**config.mk**
```make
export PLATFORM = sky130hd
export DESIGN_NAME = wed_cost_unit
export DESIGN_NICKNAME = d
export VERILOG_FILES = /design/src/design/wed_pkg.sv /design/src/design/wed_cost_unit.sv
export SDC_FILE = /design/constraint.sdc
export NUM_CORES = 2
export LEC_CHECK = 0
export ABC_AREA = 1
export BUFFER_PORTS_ARGS = -buffer_cell sky130_fd_sc_hd__clkbuf_2
export CORE_MARGIN = 3
export CORE_UTILIZATION = 50
export CTS_CLUSTER_SIZE = 28
export DETAILED_ROUTE_END_ITERATION = 8
export PLACE_DENSITY = 0.66
export REMOVE_ABC_BUFFERS = 1
export SETUP_SLACK_MARGIN = 0.4
export SLEW_MARGIN = 0
export SYNTH_ARGS = -nofsm -noshare
export SYNTH_HDL_FRONTEND = slang
export SYNTH_SLANG_ARGS = --single-unit
```
**constraint.sdc**
```tcl
create_clock -name clk -period 14.1 [get_ports clk]
set_input_delay 1.41 -clock clk [delete_from_list [all_inputs] [get_ports clk]]
set_output_delay 1.41 -clock clk [all_outputs]
set_load 0.01 [all_outputs]
```
**src/design/wed_pkg.sv**
```systemverilog
// Shared types and constants for the weighted edit distance core.
package wed_pkg;

  // Field widths fixed by the interface
  localparam int DIST_W = 27;
  localparam int CHAR_W = 8;
  localparam logic [DIST_W-1:0] DIST_MAX = {DIST_W{1'b1}};

  // Request codes
  localparam logic [1:0] REQ_WORD    = 2'd0;
  localparam logic [1:0] REQ_QUERY   = 2'd1;
  localparam logic [1:0] REQ_COMPUTE = 2'd2;
  localparam logic [1:0] REQ_NOP     = 2'd3;

  // log2 values: 3 integer bits, 32 fraction bits
  localparam int LOG_FRAC = 32;
  localparam int LOG_W    = LOG_FRAC + 3;

  // 5*ln(2) with 32 fraction bits, split in two halves for the multiplier
  localparam int MUL_SPLIT = 17;
  localparam logic [33:0] FIVE_LN2_Q32 = 34'd14885222359;
  localparam logic [MUL_SPLIT-1:0] K_LO = FIVE_LN2_Q32[MUL_SPLIT-1:0];
  localparam logic [MUL_SPLIT-1:0] K_HI = FIVE_LN2_Q32[2*MUL_SPLIT-1:MUL_SPLIT];

  typedef struct packed {
    logic [1:0]        req_type;
    logic [CHAR_W-1:0] char_code;
    logic              last;
  } wed_in_t;

  typedef struct packed {
    logic [DIST_W-1:0] distance;
    logic              length_error;
  } wed_out_t;

  // Cost unit result: full cost and cost divided by the string length
  typedef struct packed {
    logic [DIST_W-1:0] full;
    logic [DIST_W-1:0] scaled;
  } wed_cost_t;

  // Per-position query costs: substitution and deletion
  typedef struct packed {
    logic [DIST_W-1:0] sub;
    logic [DIST_W-1:0] del;
  } wed_qcost_t;

endpackage

```
**src/design/wed_cost_unit.sv**
```systemverilog
// Position cost unit: log2 by repeated squaring, scale by 5*ln2, divide by length.
module wed_cost_unit #(
  parameter int MAX_LEN   = 32,
  parameter int FRAC_BITS = 16,
  localparam int LEN_W    = $clog2(MAX_LEN + 1)
) (
  input  logic                 clk,
  input  logic                 rst_n,
  input  logic                 start,
  input  logic [LEN_W-1:0]     pos,
  input  logic [LEN_W-1:0]     len,
  output logic                 done,
  output wed_pkg::wed_cost_t   result
);
  import wed_pkg::*;

  localparam int XW    = LEN_W + 1;
  localparam int SH    = 56 - FRAC_BITS;
  localparam int PROD_W = 62;

  localparam logic [2:0] CU_IDLE = 3'd0;
  localparam logic [2:0] CU_LOGA = 3'd1;
  localparam logic [2:0] CU_LOGB = 3'd2;
  localparam logic [2:0] CU_MLO  = 3'd3;
  localparam logic [2:0] CU_MHI  = 3'd4;
  localparam logic [2:0] CU_SUM  = 3'd5;
  localparam logic [2:0] CU_DIV  = 3'd6;

  localparam logic [PROD_W-1:0] ROUND_ADD = PROD_W'(1) << (SH - 1);

  // Index of the leading one
  function automatic logic [2:0] msb_index(input logic [XW-1:0] x);
    logic [2:0] e;
    e = '0;
    for (int b = 0; b < XW; b++) begin
      if (x[b]) e = 3'(b);
    end
    return e;
  endfunction

  // Mantissa with the leading one at bit 30
  function automatic logic [30:0] norm(input logic [XW-1:0] x, input logic [2:0] e);
    logic [XW+29:0] w;
    w = {x, 30'd0};
    w = w >> e;
    return w[30:0];
  endfunction

  logic [2:0]             state_r, state_nxt;
  logic [4:0]             cnt_r;
  logic                   done_r;
  logic [LEN_W-1:0]       pos_r, len_r;
  logic [30:0]            m_r;
  logic [2:0]             e_r;
  logic [LOG_FRAC-1:0]    frac_r;
  logic [LOG_W-1:0]       loga_r;
  logic [DIST_W-1:0]      dh_r;
  logic [43:0]            pl_r, ph_r;
  logic [DIST_W-1:0]      cost_r;
  logic [DIST_W-1:0]      dv_r;
  logic [LEN_W-1:0]       rem_r;

  logic [XW-1:0]          x_a, x_b;
  logic [30:0]            mul_a, mul_b;
  logic [PROD_W-1:0]      mul_p;
  logic [31:0]            sq_top;
  logic [30:0]            m_step;
  logic [LOG_FRAC-1:0]    frac_step;
  logic [LOG_W-1:0]       logb;
  logic [LOG_W-1:0]       ldiff;
  logic [PROD_W-1:0]      psum, pshift;
  logic [DIST_W-1:0]      cost_sat;
  logic [LEN_W:0]         rem_sh;
  logic                   q_bit;
  logic [LEN_W:0]         rem_sub;

  assign x_a = XW'(len) + XW'(2);
  assign x_b = XW'(pos_r) + XW'(1);

  // Shared multiplier: squaring during log2, constant halves afterwards
  always_comb begin
    mul_a = m_r;
    mul_b = m_r;
    case (state_r)
      CU_MLO: begin
        mul_a = 31'(dh_r);
        mul_b = 31'(K_LO);
      end
      CU_MHI: begin
        mul_a = 31'(dh_r);
        mul_b = 31'(K_HI);
      end
      default: ;
    endcase
  end
  assign mul_p = PROD_W'(mul_a) * PROD_W'(mul_b);

  // One fraction bit per squaring
  assign sq_top    = mul_p[61:30];
  assign m_step    = sq_top[31] ? sq_top[31:1] : sq_top[30:0];
  assign frac_step = {frac_r[LOG_FRAC-2:0], sq_top[31]};

  // Log difference, truncated to 24 fraction bits
  assign logb  = {e_r, frac_step};
  assign ldiff = (loga_r > logb) ? (loga_r - logb) : '0;

  // Recombine partial products, round, saturate
  assign psum     = (PROD_W'(ph_r) << MUL_SPLIT) + PROD_W'(pl_r) + ROUND_ADD;
  assign pshift   = psum >> SH;
  assign cost_sat = (pshift > PROD_W'(DIST_MAX)) ? DIST_MAX : pshift[DIST_W-1:0];

  // Restoring divide step
  assign rem_sh  = {rem_r, dv_r[DIST_W-1]};
  assign q_bit   = (rem_sh >= {1'b0, len_r});
  assign rem_sub = rem_sh - {1'b0, len_r};

  // Sequencer
  always_comb begin
    state_nxt = state_r;
    case (state_r)
      CU_IDLE: if (start) state_nxt = CU_LOGA;
      CU_LOGA: if (cnt_r == 5'd31) state_nxt = CU_LOGB;
      CU_LOGB: if (cnt_r == 5'd31) state_nxt = CU_MLO;
      CU_MLO:  state_nxt = CU_MHI;
      CU_MHI:  state_nxt = CU_SUM;
      CU_SUM:  state_nxt = CU_DIV;
      CU_DIV:  if (cnt_r == 5'(DIST_W - 1)) state_nxt = CU_IDLE;
      default: state_nxt = CU_IDLE;
    endcase
  end

  always_ff @(posedge clk) begin
    if (!rst_n) begin
      state_r <= CU_IDLE;
      done_r  <= 1'b0;
    end else begin
      state_r <= state_nxt;
      done_r  <= (state_r == CU_DIV) && (cnt_r == 5'(DIST_W - 1));
    end
  end

  // Datapath
  always_ff @(posedge clk) begin
    case (state_r)
      CU_IDLE: begin
        if (start) begin
          pos_r  <= pos;
          len_r  <= len;
          e_r    <= msb_index(x_a);
          m_r    <= norm(x_a, msb_index(x_a));
          frac_r <= '0;
          cnt_r  <= '0;
        end
      end
      CU_LOGA: begin
        cnt_r <= cnt_r + 5'd1;
        if (cnt_r == 5'd31) begin
          loga_r <= {e_r, frac_step};
          e_r    <= msb_index(x_b);
          m_r    <= norm(x_b, msb_index(x_b));
          frac_r <= '0;
        end else begin
          m_r    <= m_step;
          frac_r <= frac_step;
        end
      end
      CU_LOGB: begin
        cnt_r  <= cnt_r + 5'd1;
        m_r    <= m_step;
        frac_r <= frac_step;
        if (cnt_r == 5'd31) dh_r <= ldiff[LOG_W-1:8];
      end
      CU_MLO: pl_r <= mul_p[43:0];
      CU_MHI: ph_r <= mul_p[43:0];
      CU_SUM: begin
        cost_r <= cost_sat;
        dv_r   <= cost_sat;
        rem_r  <= '0;
        cnt_r  <= '0;
      end
      CU_DIV: begin
        cnt_r <= cnt_r + 5'd1;
        rem_r <= q_bit ? rem_sub[LEN_W-1:0] : rem_sh[LEN_W-1:0];
        dv_r  <= {dv_r[DIST_W-2:0], q_bit};
      end
      default: ;
    endcase
  end

  assign done          = done_r;
  assign result.full   = cost_r;
  assign result.scaled = dv_r;

endmodule

```
* After elaboration in Yosys (flattened, before gate mapping)
Index checks and enable logic that the tools add are counted.
** Operators by class
- Divide/modulo/power cells :: 0
- Add/subtract/negate cells :: 7
- Magnitude comparators :: 3
- Eq/ne operators :: 12
- Shifts and indexed selects :: 2
- Multiplexer cells :: 37
- Multipliers :: 1
- Bitwise gates (word level) :: 0
- Reduce and logical (&&, ||, !) cells :: 15
** Operator list (number)
- $mux 31 :: 6
- $pmux 31 s3 :: 2
- $shr 37x3->31 :: 2
- $add 61x44->62 :: 1
- $add 62x40->62 const B :: 1
- $mul 31x31->62 :: 1
- $pmux 31 s2 :: 1
- $pmux 27 s2 :: 1
- $mux 3 :: 17
- $gt 35x35->1 :: 1
- $sub 35x35->35 :: 1
- $gt 22x27->1 const B :: 1
- $mux 27 :: 1
- $pmux 3 s7 :: 1
- $pmux 5 s3 :: 1
- $pmux 6 s2 :: 1
- $eq 5x5->1 const B :: 2
- $reduce_and 2->1 :: 5
- $eq 3x3->1 const B :: 3
- $ne 2x2->1 const B :: 4
- $add 6x1->7 const B :: 1
- $add 6x2->7 const B :: 1
- $ge 7x6->1 :: 1
- $eq 3x2->1 const B :: 2
- other kinds (16) :: 19
** Storage, ports and cells
- Memory bits (read-only) :: 0
- Bits in latches :: 0
- Memories :: 0
- Input port bits :: 15
- RAM bits :: 0
- Output and inout bits :: 55
- Flip-flop bits (word level) :: 296
- Word-level logic and storage cells :: 92

* Longest topological paths before layout
- Word-level depth :: 12
- Depth in mapped cells :: 56
- Gate-level depth less buffers :: 53

* Worst setup path before layout
Ideal clock, no wire load.
- Path kind :: reg-to-reg
- Start :: reg state_r[2]
- End :: reg dh_r[14] (data pin)
- Data required time :: 13.821 ns
- Cell stages (with the launch flop) :: 51
- Setup slack :: 4.089 ns
- Buffers on the path :: 3
- Data arrival time :: 9.732 ns
- Clock period less this slack :: 10.011 ns
- Library setup time :: 0.279 ns
- Cell sequence :: dfxtp_1 -> buf_4 -> inv_1 -> nor2_2 -> nor2_4 -> inv_2 -> buf_2 -> nor2_1 -> nor2_1 -> inv_1 -> clkbuf_1 -> nor2_1 -> fa_1 -> fa_1 -> inv_1 -> fa_1 -> inv_1 -> fa_1 -> [... 15 more ...] -> nand2_1 -> nand2_1 -> nand2_1 -> nand2_2 -> ha_1 -> inv_1 -> nand2_1 -> nand2_1 -> nand2_1 -> nand2_1 -> nand2_1 -> nand3_1 -> a21boi_0 -> o21ai_0 -> nand2_1 -> nand2_1 -> nand2_1 -> a21oi_1
** Between the ends
- Longest elaborated chain between the ends :: 5
- Elaborated cells between the ends (all ways) :: 8
- Classes of those cells :: add/sub: 1; mul: 1; order compare: 1; eq/ne: 2; mux: 2; reduce/logical: 1
** Ends and longest elaborated chain
- from (decl) :: RTL line wed_cost_unit.sv:49 : logic [2:0] state_r, state_nxt;
- from (signal assigned) :: RTL line wed_cost_unit.sv:137 : state_r <= state_nxt;
- $eq 3x3->1 or $eq 3x2->1 (tied branches) :: RTL line wed_cost_unit.sv:84 : case (state_r)
- $reduce_or 2->1 (no line)
- $mux 31 :: RTL line wed_cost_unit.sv:84
- $mul 31x31->62 * :: RTL line wed_cost_unit.sv:96 : assign mul_p = PROD_W'(mul_a) * PROD_W'(mul_b);
- net mul_p[61] :: RTL line wed_cost_unit.sv:65 : logic [PROD_W-1:0] mul_p;
- $sub 35x35->35 or $gt 35x35->1 (tied branches) :: RTL line wed_cost_unit.sv:105 : assign ldiff = (loga_r > logb) ? (loga_r - logb) : '0;
- to (signal assigned) :: RTL line wed_cost_unit.sv:171 : if (cnt_r == 5'd31) dh_r <= ldiff[LOG_W-1:8];
- to (decl) :: RTL line wed_cost_unit.sv:57 : logic [DIST_W-1:0] dh_r;
Mark *: on every way through the listed nets, which the timed path passes. The rest lies on a longest branch.
A chain may end at the register's enable or synchronous reset.

* Worst setup path in the final report
- Start :: reg state_r[2]
- End :: reg dh_r[18] (data pin)
The elaborated chain is that of the path after synthesis.

==> flow_summary.json <==
{
  "status": "finished clean",
  "wl_per_cell_um": 21.74,
  "core-area_sq_mm": 0.09180,
  "nets": 6808,
  "antenna_found_initial": 0,
  "hold_viol": 0,
  "start_util_pct": 50.48,
  "design.die.area_sq_mm": 0.09636,
  "antenna_violating_nets_post_route": 0,
  "required_ns": 14.40,
  "clock_skew_ns": 0.04385,
  "slew_violations": 0,
  "min_delay_path_depth": 0,
  "max_clock_freq_ghz": 0.08204,
  "crit_slowest_cell": "nor2_1",
  "drive_gt1_share_pct": 3.994,
  "hold_buffers": 0,
  "areaGrowthSynthToFinish_pct": 6.102,
  "fin_crit_sh_pct": 86.44,
  "grt_overflow_total": 0,
  "maxCapViolations": 0,
  "antenna_cells": 0,
  "rows": 111,
  "rr_worst_depth": 48,
  "viasPerCell": 5.400,
  "numPortBuffers": 64,
  "finalSetupTns_ns": 0,
  "io_pins": 70,
  "setup_viol_count_final": 0,
  "vias": 37130,
  "fp.dieW_um": 310.4,
  "rsz0062_at_grt": "no",
  "cp_data_arrival_time_ns": 12.49,
  "postSynthCellCount": 5577,
  "clk_pin_slew_ns": 0.07,
  "cts_root_buffer": "clkbuf_16",
  "yosysTopAreaCell": "fa_1",
  "hp-class": "reg2reg",
  "place_hpwl_mm": 125.1,
  "crit_fanout": 19,
  "period_minus_slack_ns": 12.19,
  "grt_max_degree": 63,
  "max_stage_delay_ns": 1.01,
  "cts_max_level": 1,
  "grt_usage_pct": 31.83,
  "tightest_slew_ns": 1.286,
  "yosysUniqueCellTypes": 49,
  "wirelength_mm": 149.5,
  "cts_setup_buffers": 0,
  "ys_ff_latch": 274,
  "crit_top_cell": "nand2_1",
  "yosysSeqAreaShare_pct": 17.67,
  "cts_tree": "built",
  "clk_latency_ns": 0.61,
  "drcViolationCount": 0,
  "slew_headroom_pct": 13.97,
  "crit_path_end_kind": "flip-flop",
  "grt_pass1_wl_mm": 229.4,
  "synth_area_leaders": "fa_1 (36%), edfxtp_1 (17%), inv_1 (11%)",
  "cts_resized": 0,
  "yosysTopAreaCellShare_pct": 35.99,
  "cts_max_path_buffers": 3,
  "netlist_area_sq_mm": 0.04634,
  "place_congestion": 1.023,
  "worstSetupPathType": "reg2reg",
  "yosys_warnings": 0,
  "avgSynthCellArea_sq_um": 8.309,
  "die_h_um": 310.4,
  "cts.sinks": 274,
  "cts_made_buffers": 30,
  "first_pass_iters": 7,
  "detail_route.iter0.violations": 3376,
  "startpoint_type": "flip-flop",
  "grt_pass1_vias": 38010
}
## cell usage in the layout (no fill, tap or decap), types with 21 or more instances in the layout
| cell type | count |
|---|---|
| inv_1 | 1333 |
| nand2_1 | 1096 |
| fa_1 | 833 |
| nor2_1 | 811 |
| ha_1 | 350 |
| edfxtp_1 | 270 |
| a21oi_1 | 166 |
| nand3_1 | 132 |
| o21ai_0 | 120 |
| buf_4 | 70 |
| clkbuf_2 | 64 |
| xor2_1 | 57 |
| nor3_1 | 40 |
| nand4_1 | 31 |
| clkbuf_16 | 30 |
| clkinv_1 | 24 |
| o21bai_1 | 24 |
| xnor2_1 | 21 |
## final timing paths
check | slack, ns | end | start
worst max register to register | 1.91 | dh_r[18] | state_r[2]
worst min register to register | 0.45 | loga_r[12] | frac_r[11]
worst max-delay path | 1.91 | dh_r[18] | state_r[2]
worst min-delay path | 0.45 | loga_r[12] | frac_r[11]
## worst max-delay path, delay by kind of cell (launching register included)
family / cells / cell delay, ns
compound gates: 4 / 1.13
fa+ha+maj: 10 / 4.53
buf+inv: 11 / 2.11
flops: 1 / 0.41
simple gates: 23 / 3.63
## logic make-up after synthesis
family | count (synthesis) | synth area share, %
simple gates | 2167 | 18.53
fa+ha+maj | 1183 | 45.44
compound gates | 384 | 4.633
other cells | 1 | 0.008093
buf+inv | 1490 | 12.25
xor+xnor | 78 | 1.474
flops | 274 | 17.67
## metal layers
| layer | wire length [um] | global-route usage (%) | share of wire [%] | vias to the layer above |
|---|---|---|---|---|
| li1 | - | - | - | 16710 |
| met5 | 0 | 0 | 0 | - |
| met3 | 12970 | 5.329 | 8.7 | 366 |
| met4 | 7814 | 12.91 | 5.2 | 0 |
| met2 | 69040 | 51.79 | 46 | 1720 |
| met1 | 59670 | 42.68 | 40 | 18340 |
## Yosys cell counts (all sizes together)
master  instances
o32ai           1
nor2          831
o21ai         130
ha            350
o21bai         24
nor4            5
clkbuf         84
xor2           57
and2            9
a311oi          1
conb            1
buf            54
a21oi         172
o31ai           2
edfxtp        270
and3            3
fa            833
o221ai          3
nor3           41
or2            11
nand3b          3
o211ai          7
nor3b           2
xnor2          21
nand2        1099
a31oi           9
a21o           12
inv          1334
nand3         132
o22ai           4
o21a            8
a22oi           1
a21boi          7
a211oi          1
nand4          31
clkinv         18
a31o            2
dfxtp           4
## sequential cells by signal, summed over array words and instances (netlist names)
| name | flops |
|---|---|
| loga_r | 35 |
| dh_r | 27 |
| frac_r | 31 |
| cost_r | 22 |
| cnt_r | 5 |
| pl_r | 27 |
| pos_r | 6 |
| e_r | 3 |
| m_r | 31 |
| ph_r | 44 |
| rem_r | 6 |
| len_r | 6 |
| state_r | 3 |
| done | 1 |
| dv_r | 27 |
## per-stage QoR
step / instances / util (%) / setup WS (ns) / hold slack, ns / area (sq um)
CTS: 6876 / 53.56 / 1.974 / 0.4487 / 49170
global placement: 6821 / 52.51 / 2.245 / 0.4269 / 48210
global route: 6876 / 53.56 / 1.107 / 0.4565 / 49170
finish: 6876 / 53.56 / 1.911 / 0.4465 / 49170
detailed placement: 6821 / 52.51 / 2.005 / 0.4337 / 48210
floorplan: 5444 / - / 3.092 / 0.4264 / 45760
## layout make-up
class / count / area [sq um]
clock buffers: 36 / 773.2
clock inverters: 19 / 185.2
fillers: 8791 / 42640
inverters: 1352 / 5075
multi-input cells: 3818 / 32540
flip-flops and latches: 274 / 8188
well taps: 1243 / 1555
repair buffers: 134 / 845.8
Power is left out: the tool's default activity adds up to more than one toggle a clock period on the data nets, which glitch-free logic cannot reach.
